**config.mk**
```make
export PLATFORM = sky130hd
export DESIGN_NAME = text_console_char_writer_core
export DESIGN_NICKNAME = d
export VERILOG_FILES = /design/src/sv/tcw_pkg.sv /design/src/sv/text_console_char_writer_core.sv /design/src/sv/tcw_front.sv /design/src/sv/tcw_queue.sv /design/src/sv/tcw_back.sv
export SDC_FILE = /design/constraint.sdc
export NUM_CORES = 1
export LEC_CHECK = 0
export ABC_AREA = 0
export CORE_ASPECT_RATIO = 1.1
export CORE_MARGIN = 2
export CORE_UTILIZATION = 58
export CTS_CLUSTER_DIAMETER = 60
export DETAILED_ROUTE_END_ITERATION = 12
export DONT_BUFFER_PORTS = 1
export HOLD_SLACK_MARGIN = 0.05
export PLACE_DENSITY = 0.78
export SETUP_SLACK_MARGIN = 0.1
export SLEW_MARGIN = 20
export SYNTH_ARGS = -nofsm -noshare
export SYNTH_HDL_FRONTEND = slang
export SYNTH_HIERARCHICAL = 1
export SYNTH_SLANG_ARGS = --single-unit
export TNS_END_PERCENT = 30
```
**constraint.sdc**
```tcl
create_clock -name i_clk -period 3.7 [get_ports i_clk]
set_input_delay 0.555 -clock i_clk [delete_from_list [all_inputs] [get_ports i_clk]]
set_output_delay 0.555 -clock i_clk [all_outputs]
set_load 0.03 [all_outputs]
```
**src/sv/tcw_pkg.sv**
```systemverilog
// Shared types and constants for the text console character writer.
// No dependencies; every other file imports this package.
package tcw_pkg;

    localparam int COLUMNS = 80;
    localparam int ROWS    = 25;

    localparam int CHAR_W  = 8;
    localparam int COL_W   = 7;
    localparam int ROW_W   = 5;
    localparam int ADDR_W  = 11;
    localparam int WORD_W  = 16;

    localparam int QUEUE_DEPTH = 4;
    localparam int QPTR_W      = $clog2(QUEUE_DEPTH);
    localparam int QCNT_W      = $clog2(QUEUE_DEPTH + 1);

    // Control bytes
    localparam logic [CHAR_W-1:0] CH_BS  = 8'h08;
    localparam logic [CHAR_W-1:0] CH_TAB = 8'h09;
    localparam logic [CHAR_W-1:0] CH_NL  = 8'h0A;
    localparam logic [CHAR_W-1:0] CH_VT  = 8'h0B;
    localparam logic [CHAR_W-1:0] CH_CR  = 8'h0D;

    localparam logic [CHAR_W-1:0] CR_CHAR   = 8'hFF;
    localparam logic [CHAR_W-1:0] BLANK_CHR = 8'h00;
    localparam logic [CHAR_W-1:0] BLANK_ATR = 8'h0F;
    localparam int               TAB_STEP  = 4;

    typedef enum logic [2:0] {
        OP_PRINT,
        OP_TAB,
        OP_BS,
        OP_CR,
        OP_NL,
        OP_VT
    } t_op;

    typedef struct packed {
        t_op               op;
        logic [CHAR_W-1:0] ch;
        logic [CHAR_W-1:0] attr;
    } t_item;

    typedef struct packed {
        logic full;
        logic empty;
    } t_q_status;

    typedef struct packed {
        logic              we;
        logic [ADDR_W-1:0] addr;
        logic [WORD_W-1:0] word;
        logic [COL_W-1:0]  col;
        logic [ROW_W-1:0]  row;
    } t_result;

endpackage

```
**src/sv/text_console_char_writer_core.sv**
```systemverilog
// Top level of the text console character writer.
// Depends on tcw_pkg, tcw_front, tcw_queue and tcw_back.

// Text console character writer: each input item (character byte and
// attribute byte) yields exactly one result item with an optional cell write
// (write_enable in tuser, address row*COLUMNS+column, word attribute:char)
// and the cursor after the item. Vertical tab is ignored, tab moves four
// columns, newline goes to column 0 of the next row, carriage return writes
// 0xFF with attribute (row*column) low byte and then does a newline,
// backspace above column 0 steps back and blanks the cell with 0x0F00.
// Other bytes are written at the cursor, which moves right, or left when
// right_to_left is set. The block takes one item per cycle and delivers one
// result per cycle while the receiver keeps taking results; an accepted item
// is written into the queue and then loaded into the output register. The
// per-item cursor update (one add/compare chain and a 5x7 product in the
// back end) is combinational, so the back end keeps that rate. A four-entry
// queue parts the input side from the output register, so input keeps
// flowing until four items wait behind a stalled result.
module text_console_char_writer_core (
    input  logic        i_clk,
    input  logic        i_rst_n,
    // Configuration: right_to_left in bit 0
    input  logic        i_cfg_we,
    input  logic        i_cfg_wdata,
    // Input stream
    input  logic        i_s_axis_tvalid,
    output logic        o_s_axis_tready,
    input  logic [15:0] i_s_axis_tdata,   // [7:0] char_code, [15:8] attribute
    // Output stream
    output logic        o_m_axis_tvalid,
    input  logic        i_m_axis_tready,
    // [10:0] cell_address, [26:11] cell_word, [33:27] cursor_column,
    // [38:34] cursor_row, [39] zero
    output logic [39:0] o_m_axis_tdata,
    output logic        o_m_axis_tuser    // [0] write_enable
);
    import tcw_pkg::*;

    logic      w_push;
    logic      w_pop;
    t_item     w_push_item;
    t_item     w_head_item;
    t_q_status w_q_status;
    t_result   w_result;

    // Accept and classify
    tcw_front u_front (
        .i_valid    (i_s_axis_tvalid),
        .o_ready    (o_s_axis_tready),
        .i_char     (i_s_axis_tdata[7:0]),
        .i_attr     (i_s_axis_tdata[15:8]),
        .i_q_status (w_q_status),
        .o_push     (w_push),
        .o_item     (w_push_item)
    );

    // Hold classified items until the back end is free
    tcw_queue u_queue (
        .i_clk    (i_clk),
        .i_rst_n  (i_rst_n),
        .i_push   (w_push),
        .i_item   (w_push_item),
        .i_pop    (w_pop),
        .o_item   (w_head_item),
        .o_status (w_q_status)
    );

    // Advance the cursor and register the result
    tcw_back u_back (
        .i_clk      (i_clk),
        .i_rst_n    (i_rst_n),
        .i_cfg_we   (i_cfg_we),
        .i_cfg_rtl  (i_cfg_wdata),
        .i_item     (w_head_item),
        .i_q_status (w_q_status),
        .o_pop      (w_pop),
        .o_valid    (o_m_axis_tvalid),
        .i_ready    (i_m_axis_tready),
        .o_result   (w_result)
    );

    assign o_m_axis_tdata = {1'b0, w_result.row, w_result.col, w_result.word, w_result.addr};
    assign o_m_axis_tuser = w_result.we;

endmodule

```
**src/sv/tcw_front.sv**
```systemverilog
// Front end: accepts input items and classifies the character byte.
// Depends on tcw_pkg.
module tcw_front (
    input  logic                          i_valid,
    output logic                          o_ready,
    input  logic [tcw_pkg::CHAR_W-1:0]    i_char,
    input  logic [tcw_pkg::CHAR_W-1:0]    i_attr,
    input  tcw_pkg::t_q_status            i_q_status,
    output logic                          o_push,
    output tcw_pkg::t_item                o_item
);
    import tcw_pkg::*;

    t_op w_op;

    always_comb begin
        case (i_char)
            CH_VT:   w_op = OP_VT;
            CH_TAB:  w_op = OP_TAB;
            CH_BS:   w_op = OP_BS;
            CH_CR:   w_op = OP_CR;
            CH_NL:   w_op = OP_NL;
            default: w_op = OP_PRINT;
        endcase
    end

    assign o_ready     = !i_q_status.full;
    assign o_push      = i_valid && !i_q_status.full;
    assign o_item.op   = w_op;
    assign o_item.ch   = i_char;
    assign o_item.attr = i_attr;

endmodule

```
**src/sv/tcw_queue.sv**
```systemverilog
// Short FIFO of classified items between front and back end.
// Depends on tcw_pkg.
module tcw_queue (
    input  logic               i_clk,
    input  logic               i_rst_n,
    input  logic               i_push,
    input  tcw_pkg::t_item     i_item,
    input  logic               i_pop,
    output tcw_pkg::t_item     o_item,
    output tcw_pkg::t_q_status o_status
);
    import tcw_pkg::*;

    t_item             r_mem [QUEUE_DEPTH];
    t_item             r_head;
    logic [QPTR_W-1:0] r_wr_ptr, n_wr_ptr;
    logic [QPTR_W-1:0] r_rd_ptr, n_rd_ptr;
    logic [QCNT_W-1:0] r_count, n_count;

    always_comb begin
        n_wr_ptr = r_wr_ptr;
        n_rd_ptr = r_rd_ptr;
        n_count  = r_count;
        if (i_push) begin
            n_wr_ptr = (r_wr_ptr == QPTR_W'(QUEUE_DEPTH - 1)) ? '0 : r_wr_ptr + 1'b1;
        end
        if (i_pop) begin
            n_rd_ptr = (r_rd_ptr == QPTR_W'(QUEUE_DEPTH - 1)) ? '0 : r_rd_ptr + 1'b1;
        end
        if (i_push && !i_pop) begin
            n_count = r_count + 1'b1;
        end else if (i_pop && !i_push) begin
            n_count = r_count - 1'b1;
        end
    end

    always_ff @(posedge i_clk) begin
        if (!i_rst_n) begin
            r_wr_ptr <= '0;
            r_rd_ptr <= '0;
            r_count  <= '0;
        end else begin
            r_wr_ptr <= n_wr_ptr;
            r_rd_ptr <= n_rd_ptr;
            r_count  <= n_count;
        end
    end

    always_ff @(posedge i_clk) begin
        if (i_push) begin
            r_mem[r_wr_ptr] <= i_item;
        end
        // Hold the head entry in a register; forward an item that lands at the new head
        if (i_push && (n_rd_ptr == r_wr_ptr)) begin
            r_head <= i_item;
        end else begin
            r_head <= r_mem[n_rd_ptr];
        end
    end

    assign o_item         = r_head;
    assign o_status.full  = (r_count == QCNT_W'(QUEUE_DEPTH));
    assign o_status.empty = (r_count == '0);

endmodule

```
**src/sv/tcw_back.sv**
```systemverilog
// Back end: keeps the cursor, carries out one queued item per cycle (unless
// stalled) and holds the result in an output register. Depends on tcw_pkg.
module tcw_back (
    input  logic               i_clk,
    input  logic               i_rst_n,
    input  logic               i_cfg_we,
    input  logic               i_cfg_rtl,
    input  tcw_pkg::t_item     i_item,
    input  tcw_pkg::t_q_status i_q_status,
    output logic               o_pop,
    output logic               o_valid,
    input  logic               i_ready,
    output tcw_pkg::t_result   o_result
);
    import tcw_pkg::*;

    logic             r_rtl;
    logic [COL_W-1:0] r_col;
    logic [ROW_W-1:0] r_row;
    logic             r_valid;
    t_result          r_result;

    logic [COL_W:0]    w_col;
    logic [ROW_W:0]    w_row;
    logic [COL_W-1:0]  w_addr_col;
    logic              w_we;
    logic [WORD_W-1:0] w_word;
    logic [ADDR_W-1:0] w_addr;
    logic [COL_W+ROW_W-1:0] w_prod;
    logic              w_load;
    logic [COL_W-1:0]  n_col;
    logic [ROW_W-1:0]  n_row;
    t_result           n_result;

    // Take a new item whenever the output register is free or being drained
    assign w_load = !i_q_status.empty && (!r_valid || i_ready);
    assign o_pop  = w_load;

    assign w_prod = (COL_W+ROW_W)'(r_row) * (COL_W+ROW_W)'(r_col);

    always_comb begin
        w_col      = {1'b0, r_col};
        w_row      = {1'b0, r_row};
        w_addr_col = r_col;
        w_we       = 1'b0;
        w_word     = '0;
        case (i_item.op)
            OP_VT: begin
            end
            OP_TAB: begin
                w_col = {1'b0, r_col} + (COL_W+1)'(TAB_STEP);
            end
            OP_BS: begin
                if (r_col != '0) begin
                    w_col      = {1'b0, r_col} - 1'b1;
                    w_addr_col = r_col - 1'b1;
                    w_we       = 1'b1;
                    w_word     = {BLANK_ATR, BLANK_CHR};
                end
            end
            OP_CR: begin
                w_we   = 1'b1;
                w_word = {w_prod[7:0], CR_CHAR};
                w_col  = '0;
                w_row  = {1'b0, r_row} + 1'b1;
            end
            OP_NL: begin
                w_col = '0;
                w_row = {1'b0, r_row} + 1'b1;
            end
            OP_PRINT: begin
                w_we   = 1'b1;
                w_word = {i_item.attr, i_item.ch};
                if (!r_rtl) begin
                    w_col = {1'b0, r_col} + 1'b1;
                end else if (r_col == '0) begin
                    w_row = {1'b0, r_row} + 1'b1;
                end else begin
                    w_col = {1'b0, r_col} - 1'b1;
                end
            end
            default: begin
            end
        endcase

        // Wrap column into the next row, then row back to the top
        if (w_col >= (COL_W+1)'(COLUMNS)) begin
            w_col = '0;
            w_row = w_row + 1'b1;
        end
        if (w_row >= (ROW_W+1)'(ROWS)) begin
            w_col = '0;
            w_row = '0;
        end
        n_col = w_col[COL_W-1:0];
        n_row = w_row[ROW_W-1:0];
    end

    assign w_addr = ADDR_W'(r_row) * ADDR_W'(COLUMNS) + ADDR_W'(w_addr_col);

    always_comb begin
        n_result.we   = w_we;
        n_result.addr = w_we ? w_addr : '0;
        n_result.word = w_word;
        n_result.col  = n_col;
        n_result.row  = n_row;
    end

    always_ff @(posedge i_clk) begin
        if (!i_rst_n) begin
            r_rtl   <= 1'b0;
            r_col   <= '0;
            r_row   <= '0;
            r_valid <= 1'b0;
        end else begin
            if (i_cfg_we) begin
                r_rtl <= i_cfg_rtl;
            end
            if (w_load) begin
                r_col   <= n_col;
                r_row   <= n_row;
                r_valid <= 1'b1;
            end else if (i_ready) begin
                r_valid <= 1'b0;
            end
        end
    end

    always_ff @(posedge i_clk) begin
        if (w_load) begin
            r_result <= n_result;
        end
    end

    assign o_valid  = r_valid;
    assign o_result = r_result;

endmodule

```
### Yosys cells after proc, flatten, opt, wreduce, memory -nomap -nowiden

Memory sizes are Yosys's and may differ from the RTL's. A register that Yosys moved wholly into a read port is not among the register bits.
Index checks and enable logic that the tools add are counted.
W data, S select, Z words.

* register bits: 61
* bits in writable memories: 76
* bits of input ports: 22
* output and inout bits: 43
* logic and storage cells: 85
* memories kept: 1

* $add $sub $neg: 11
* $mul: 2
* order comparisons: 2
* eq/ne operators: 12
* mux-type cells: 27
* reductions and logical operators: 18

Memories
* u_queue.r_mem: words 4, bits a word 19, read ports 1, clocked after memory_dff 1, wr ports 1, RTL line tcw_queue.sv:14 `t_item r_mem [QUEUE_DEPTH];`

Operator list (number)
* $pmux W16 S3: 1
* $eq A8 B4 Y1 const B: 5
* $pmux W8 S4: 1
* $mux W7: 4
* $mux W8: 3
* $mux W6: 3
* $pmux W3 S5: 1
* $mux W12: 1
* $pmux W6 S2: 1
* $add A11 B7 Y11: 1
* $add A7 B1 Y8 const B: 1
* $add A7 B3 Y8 const B: 1
* $ge A8 B7 Y1 const B: 1
* $mul A5 B7 Y8: 1
* $sub A7 B1 Y8 const B: 1
* $logic_not A7 Y1: 1
* $mul A5 B3 Y7 const B: 1
* $reduce_bool A7 Y1: 1
* $sub A7 B1 Y7 const B: 1
* $add A5 B1 Y6 const B: 1
* $add A6 B1 Y6 const B: 1
* $eq A3 B2 Y1 const B: 2
* $eq A3 B3 Y1 const B: 2
* $ge A6 B5 Y1 const B: 1
* 16 further kinds: 35

### Longest topological paths before layout

Gate-level depths: netlist of the first run.

* depth after elaboration: 8
* mapped depth: 15
* depth with buffers taken out: 14

### Modules after synthesis

Netlist of the first run, hierarchy kept.

By module, submodules not included
* tcw_back: instances 1, cells each 464, area each 4334.2 µm², seq. area each 1481.4 µm²
* tcw_queue: instances 1, cells each 142, area each 3229.3 µm², seq. area each 2462.4 µm²
* tcw_front: instances 1, cells each 24, area each 186.4 µm², seq. area each 0.0 µm²
* text_console_char_writer_core: instances 1, cells each 2, area each 11.3 µm², seq. area each 0.0 µm²

### Worst setup path after synthesis of the first run

No wires, ideal clock.

* kind: register -> register
* start: register u_back.r_col[0]
* end: register u_back.r_result (netlist bit u_back/o_result[27]), data pin
* library setup time: 266 ps
* arrival: 3364 ps
* required time: 3434 ps
* slack: 70 ps
* stages on the path, launching flop included: 14
* path buffers: 1
* clock period less this slack: 3630 ps
* path through: dfxtp_1 clkbuf_1 nand2_1 fa_1 fa_1 fa_1 inv_1 ha_1 a21oi_1 o21bai_1 a21oi_1 xnor2_1 a22oi_1 nor2_1

RTL lines
* start, declared: RTL line tcw_back.sv:18 `logic [COL_W-1:0] r_col;`
* start signal, assigned: RTL line tcw_back.sv:120 `r_col <= n_col;`
* end signal, assigned: RTL line tcw_back.sv:131 `r_result <= n_result;`
* end, declared: RTL line tcw_back.sv:21 `t_result r_result;`

==> flow_metrics.env, run 1 <==
export IMPL_synthToLayoutAreaGrowth_pct=12.3
export IMPL_placed_area_um2=8040
export IMPL_pwr_share_clk_pct=22.0
export IMPL_path_buf_inv=3
export IMPL_hpwl_mm=11.8
export IMPL_power_mw=7.11
export IMPL_cpMaxStageDelayCell="fa_1"
export IMPL_worst_path_largest_cell_delay_ns=0.51
export IMPL_hold_viol_final=0
export IMPL_synth_seq_cells=139
export IMPL_h_tree_depth=4
export IMPL_slew_headroom_pct=29.7
export IMPL_port_buffers=0
export IMPL_grt_max_degree=47
export IMPL_cts_tree="yes"
export IMPL_switching_power_mw=2.95
export IMPL_fp_dieH_um=125
export IMPL_synth_edf_count=116
export IMPL_grtUsageMet1_pct=31.7
export IMPL_mostFrequentLayoutCell="edfxtp_1"
export IMPL_syn_instance_count=632
export IMPL_synth_top_cell_area_share_pct=44.9
export IMPL_worstPathCellList="buf_6, nand2_1, fa_1, inv_1, fa_1, fa_1, ha_1, inv_1, o21bai_1, a21oi_1, xnor2_1, a22oi_1, nor2_1"
export IMPL_swShare_pct=41.5
export IMPL_worstSkewPairLatency_ns=0.42
export IMPL_cp_start_kind="flop"
export IMPL_numClockSinks=139
export IMPL_cellLeakagePower_nw=3.28
export IMPL_clk_path_buf_depth=2
export IMPL_dieArea_um2=14300
export IMPL_crit_family="adder cells"
export IMPL_timing_final_crit_period_ns=3.51
export IMPL_globalplace_congestion=0.937
export IMPL_antenna_found_initial=0
export IMPL_drc=0
export IMPL_use_met2_pct=42.8
export IMPL_ir_drop_mv=0.453
export IMPL_worst_slew_pin_slew_ns=1.06
export IMPL_first_pass_iters=5
export IMPL_min_path_type="primary input to flop"
export IMPL_finalSetupViolCount=0
export IMPL_tns_ns=0
export IMPL_powerDensity_nw_per_um2=816
export IMPL_cts_root_buf="clkbuf_16"
export IMPL_ys_warn_count=6
export IMPL_fin_skew_ns=0.0119
export IMPL_row_count=44
export IMPL_synth_top_area_cell="edfxtp_1"
export IMPL_synth_cell_area_um2=7760
export IMPL_die_width_um=114
export IMPL_use_met3_pct=5.87
export IMPL_outcome="finished, final reports clean"
export IMPL_synth_ff_type="edfxtp_1"
export IMPL_vias=5136
export IMPL_first_iter_violations=342
export IMPL_mostFrequentLayoutCells="edfxtp_1, buf_4, nor2_1"
export IMPL_postCtsHoldBufs=0
export IMPL_cts_inserted_buffers=17
export IMPL_path_clk_slew_ns=0.07
export IMPL_grt_remaining_overflow=0
export IMPL_ys_types=76
export IMPL_endpoint_kind="flop"
export IMPL_setup_worst_path_class="flop to flop"
export IMPL_internal_power_mw=4.16
export IMPL_layout_nets=721
export IMPL_slew_violations=0
export IMPL_crit_top_cell="fa_1"
export IMPL_grt_first_pass_wirelength_mm=27.3
export IMPL_start_util_pct=59.0
export IMPL_fmax_ghz=0.285
export IMPL_final_cell_area_um2=8710
export IMPL_core_area_um2=13200
export IMPL_ant_nets=0
export IMPL_syn_avg_cell_area_um2=12.3
export IMPL_via_per_inst=6.20
export IMPL_grt_usage_pct=25.3
export IMPL_synthArstFlopShare_pct=0
export IMPL_routedWlPerCell_um=21.0
export IMPL_worst_endpoint_required_ns=3.86
export IMPL_rsz0062_at_grt="no"
export IMPL_drive_above_1_share_pct=22.5
export IMPL_ys_seq_area_share_pct=50.8
export IMPL_cp_data_arrival_time_ns=3.67
export IMPL_diodes=0
export IMPL_pwr_share_seq_pct=39.8
export IMPL_cp_max_fo=10
export IMPL_fin_crit_sh_pct=94.7
export IMPL_syn_nets=699
export IMPL_io_pins=65
export IMPL_finalWirelength_mm=17.4
export IMPL_maxCapViolCount=0
export IMPL_p_comb_share_pct=38.1
export IMPL_ys_top_cells_by_area="edfxtp_1, dfxtp_1, ha_1"
export IMPL_grt_pass1_vias=5086
export IMPL_grt_most_used_layer="met2"
[path summary, 6_finish.rpt]
path         slack [ns]                start  cells after the start             endpoint
min reg2reg        0.46  u_queue/r_rd_ptr[1]                      1                 flop
max                0.19      u_back/r_row[3]                     13  u_back/o_result[27]
max reg2reg        0.19      u_back/r_row[3]                     13  u_back/o_result[27]
min                0.22   i_s_axis_tdata[15]                      0  u_queue/r_mem[0][7]
[per-layer routing]
layer | vias up | part of all wire (%)
met4 | 0 | 2.3
met2 | 265 | 51
met5 | - | 0
met1 | 2507 | 40
li1 | 2331 | -
met3 | 33 | 7.0
[cell usage after synthesis (3+ instances only)]
cell and n:
nor3b_1 3, nor3_1 10, edfxtp_1 116, a21oi_1 25
nand2_1 40, nand2b_1 5, mux4_1 9, a21o_1 6
buf_6 3, and3_1 5, xnor2_1 26, o21ai_0 11
nor2_1 47, and2_1 25, a31o_2 3, nand3_1 11
o2111ai_1 4, o21ai_1 6, mux2i_1 8, buf_2 13
fa_1 14, ha_1 31, dfxtp_1 23, xnor2_2 3
nor2b_1 10, o21bai_1 3, a21boi_0 3, inv_1 40
buf_4 17, clkbuf_1 16, mux4_2 10, nor3_2 3
a22oi_1 7, nand4_1 3, xor2_1 8, o31ai_1 5
a32oi_1 5
[metrics by stage]
| stage | std cells | utilization (%) | setup WS, ns | hold slack, ns |
|---|---|---|---|---|
| 5_1_grt | 828 | 66.2 | 0.0942 | 0.201 |
| 2_1_floorplan | 632 | - | 0.100 | 0.425 |
| 3_3_place_gp | 793 | 61.1 | 0.0213 | 0.440 |
| 6_report | 828 | 66.2 | 0.194 | 0.222 |
| 4_1_cts | 825 | 65.2 | 0.0350 | 0.202 |
| 3_5_place_dp | 793 | 61.1 | -0.0181 | 0.444 |
[power by group through the flow]
stage | Clock [mW] | Combinational, mW | Sequential (mW)
global route | 1.65 | 2.91 | 2.88
global placement | 0 | 2.55 | 2.84
CTS | 1.59 | 2.58 | 2.83
detailed placement | 0 | 2.56 | 2.86
finish | 1.57 | 2.71 | 2.83
floorplan | 0 | 1.82 | 2.77
[repair_timing]
item | in CTS | in global routing
pin swaps | 0 | 7
buffers inserted | 0 | 3
gates resized for setup | 3 | 35
setup endpoints to repair | 10 | 26
[cell families (layout without fill, tap and decap cells)]
logic type / after synthesis / after routing / synth area share (%)
XOR/XNOR: 37 / 37 / 4.47
other: 1 / 1 / 0.0483
AO/OA/AOI/OAI: 110 / 110 / 11.0
adder cells (fa/ha/maj): 45 / 45 / 8.61
multiplexers: 27 / 27 / 6.98
AND/OR/NAND/NOR: 180 / 180 / 12.1
flip-flops: 139 / 139 / 50.8
buffers and inverters: 93 / 128 / 6.03
[final cells by class]
cell class              count  area [um^2]
clock buffers              17          425
clock inverters            15          115
fillers                   951         4440
inverters                  41          154
multi-input cells         400         3430
flip-flops and latches    139         3970
well taps                 161          201
repair buffers             55          420
[sequential cells by signal, summed over array words and instances (netlist names), named ones only]
name and count:
u_back/o_valid 1, u_queue/r_count 3, u_queue/r_rd_ptr 2, u_back/r_rtl 1, u_queue/r_wr_ptr 2, u_back/o_result 40
u_back/r_col 7, u_back/r_row 5, u_queue/r_mem 76
[worst register-to-register path, stage by stage, from the launching register on]
cell	delay (ns)
dfxtp_2	0.36
buf_6	0.16
nand2_1	0.08
fa_1	0.51
inv_1	0.06
fa_1	0.50
fa_1	0.49
ha_1	0.34
inv_1	0.06
o21bai_1	0.18
a21oi_1	0.10
xnor2_1	0.13
a22oi_1	0.21
nor2_1	0.07
(Power assumes the default switching activity.)
==> run 2, diff against run 1 <==
--- a/config.mk
+++ b/config.mk
@@ -13,6 +13,7 @@
 export DETAILED_ROUTE_END_ITERATION = 12
 export DONT_BUFFER_PORTS = 1
 export HOLD_SLACK_MARGIN = 0.05
+export MAX_ROUTING_LAYER = met4
 export PLACE_DENSITY = 0.78
 export SETUP_SLACK_MARGIN = 0.1
 export SLEW_MARGIN = 20
==> flow_metrics.env, run 2 (same netlist as run 1, synthesis figures left out) <==
export IMPL_via_per_inst=6.19
export IMPL_top_register="u_queue/r_mem"
export IMPL_postCtsHoldBufs=0
export IMPL_maxCapViolCount=0
export IMPL_start_util_pct=59.0
export IMPL_r2r_setup_slack_ns=0.17
export IMPL_outcome="finished, final reports clean"
export IMPL_antenna_found_initial=0
export IMPL_grt_max_degree=47
export IMPL_layout_nets=715
export IMPL_cts_root_buf="clkbuf_16"
export IMPL_first_pass_iters=5
export IMPL_dieArea_um2=14300
export IMPL_clk_path_buf_depth=2
export IMPL_drc=0
export IMPL_fillers=948
export IMPL_tns_ns=0
export IMPL_fmax_ghz=0.283
export IMPL_synthToLayoutAreaGrowth_pct=11.7
export IMPL_grt_first_pass_wirelength_mm=27.0
export IMPL_finalWirelength_mm=17.3
export IMPL_powerDensity_nw_per_um2=826
export IMPL_cts_tree="yes"
export IMPL_vias=5083
export IMPL_rsz0062_at_grt="yes"
export IMPL_cts_inserted_buffers=17
export IMPL_cp_max_fo=7
export IMPL_mostFrequentLayoutCells="edfxtp_1, buf_4, nor2_1"
export IMPL_drive_above_1_share_pct=21.4
export IMPL_hold_start="i_s_axis_tdata[15]"
export IMPL_slew_headroom_pct=31.4
export IMPL_cp_start_kind="flop"
export IMPL_finalSetupViolCount=0
export IMPL_worst_slew_pin_slew_ns=1.03
export IMPL_routedWlPerCell_um=21.1
export IMPL_worst_endpoint_required_ns=3.88
export IMPL_mostFrequentLayoutCell="edfxtp_1"
export IMPL_grt_usage_pct=26.0
export IMPL_fin_crit_sh_pct=95.5
export IMPL_endpoint_kind="flop"
export IMPL_numClockSinks=139
export IMPL_post_place_ws_ns=0.0233
export IMPL_worstSkewPairLatency_ns=0.43
export IMPL_timing_final_crit_period_ns=3.53
export IMPL_fin_ws_ns=0.167
export IMPL_min_path_type="primary input to flop"
export IMPL_hold_depth=0
export IMPL_worstRegToRegCells=12
export IMPL_io_pins=65
export IMPL_die_width_um=114
export IMPL_diodes=0
export IMPL_r2r_end="u_back/o_result[27]"
export IMPL_port_buffers=0
export IMPL_hold_path_end="u_queue/r_mem[0][7]"
export IMPL_setup_worst_path_class="flop to flop"
export IMPL_final_seq_area_um2=3950
export IMPL_ir_drop_mv=0.491
export IMPL_cp_data_arrival_time_ns=3.72
export IMPL_fp_dieH_um=125
export IMPL_hpwl_mm=12.2
export IMPL_grt_pass1_vias=5199
export IMPL_ant_nets=0
export IMPL_path_clk_slew_ns=0.06
export IMPL_cellLeakagePower_nw=3.25
export IMPL_worst_r2r_startpoint="u_back/r_col[2]"
export IMPL_h_tree_depth=4
export IMPL_hold_viol_final=0
export IMPL_fin_skew_ns=0.00894
export IMPL_slew_violations=0
export IMPL_grt_remaining_overflow=0
export IMPL_first_iter_violations=430
export IMPL_core_area_um2=13200
export IMPL_row_count=44
export IMPL_largest_register_ffs=76
export IMPL_globalplace_congestion=1.08
export IMPL_power_mw=7.16
export IMPL_multi_input_area_um2=3420
run 2: per-layer routing:
metal / track usage [%] / vias up / wire length, um
li1: - / 2326 / -
met1: 29.3 / 2480 / 6590
met2: 43.5 / 222 / 9140
met3: 7.27 / 55 / 1030
met4: 10.6 / 0 / 547
met5: - / - / 0
run 2: cell type report:
cell class	instances	area share, %
Multi-Input combinational cell	400	39.5
Clock inverter	12	1.62
Clock buffer	19	4.99
Tap cell	161	2.32
Timing Repair Buffer	49	4.29
Inverter	41	1.77
Sequential cell	139	45.6
run 2: stage by stage:
step / cells / hold slack, ns / util [%] / instance area (um^2)
after global placement: 788 / 0.439 / 60.8 / 8000
after detailed placement: 788 / 0.460 / 60.8 / 8000
after CTS: 819 / 0.203 / 65.2 / 8580
final: 821 / 0.216 / 65.9 / 8670
after global routing: 821 / 0.196 / 65.9 / 8670
after floorplan: 632 / 0.425 / - / 7760
run 2: power by group:
| group | internal [mW] | switching [mW] | total (mW) |
|---|---|---|---|
| registers | 2.20 | 0.606 | 2.80 |
| logic | 1.06 | 1.64 | 2.71 |
| clock network | 0.995 | 0.657 | 1.65 |
| total | 4.25 | 2.91 | 7.16 |
run 2: what timing repair did:
| item | 4_1_cts | 5_1_grt |
|---|---|---|
| endpoints found under the setup margin | 2 | 22 |
| buffers inserted | 0 | 2 |
| pin swaps | 0 | 6 |
| gates resized for setup | 3 | 27 |
| hold endpoints to repair | 0 | 0 |
run 2: worst max path at each step:
stage / from / endpoint / cells past startpoint
final: u_back/r_col[2] / u_back/o_result[27] / 12
after global routing: u_back/r_row[4] / u_back/o_result[27] / 12
after CTS: flop / u_back/o_result[38] / 14
after detailed placement: u_back/r_col[2] / u_back/o_result[27] / 12
after global placement: u_back/r_col[2] / u_back/o_result[27] / 12
after floorplan: u_back/r_row[3] / u_back/o_result[27] / 13
run 2: critical path, cell delays in order (launching register included):
cell and delay [ns]:
dfxtp_2 0.43, nand2_1 0.10, fa_1 0.48, fa_1 0.52, fa_1 0.57, inv_1 0.05, ha_1 0.35, a21oi_2 0.18
o21bai_1 0.08, a21oi_1 0.19, xnor2_1 0.11, a22oi_1 0.18, nor2_1 0.06
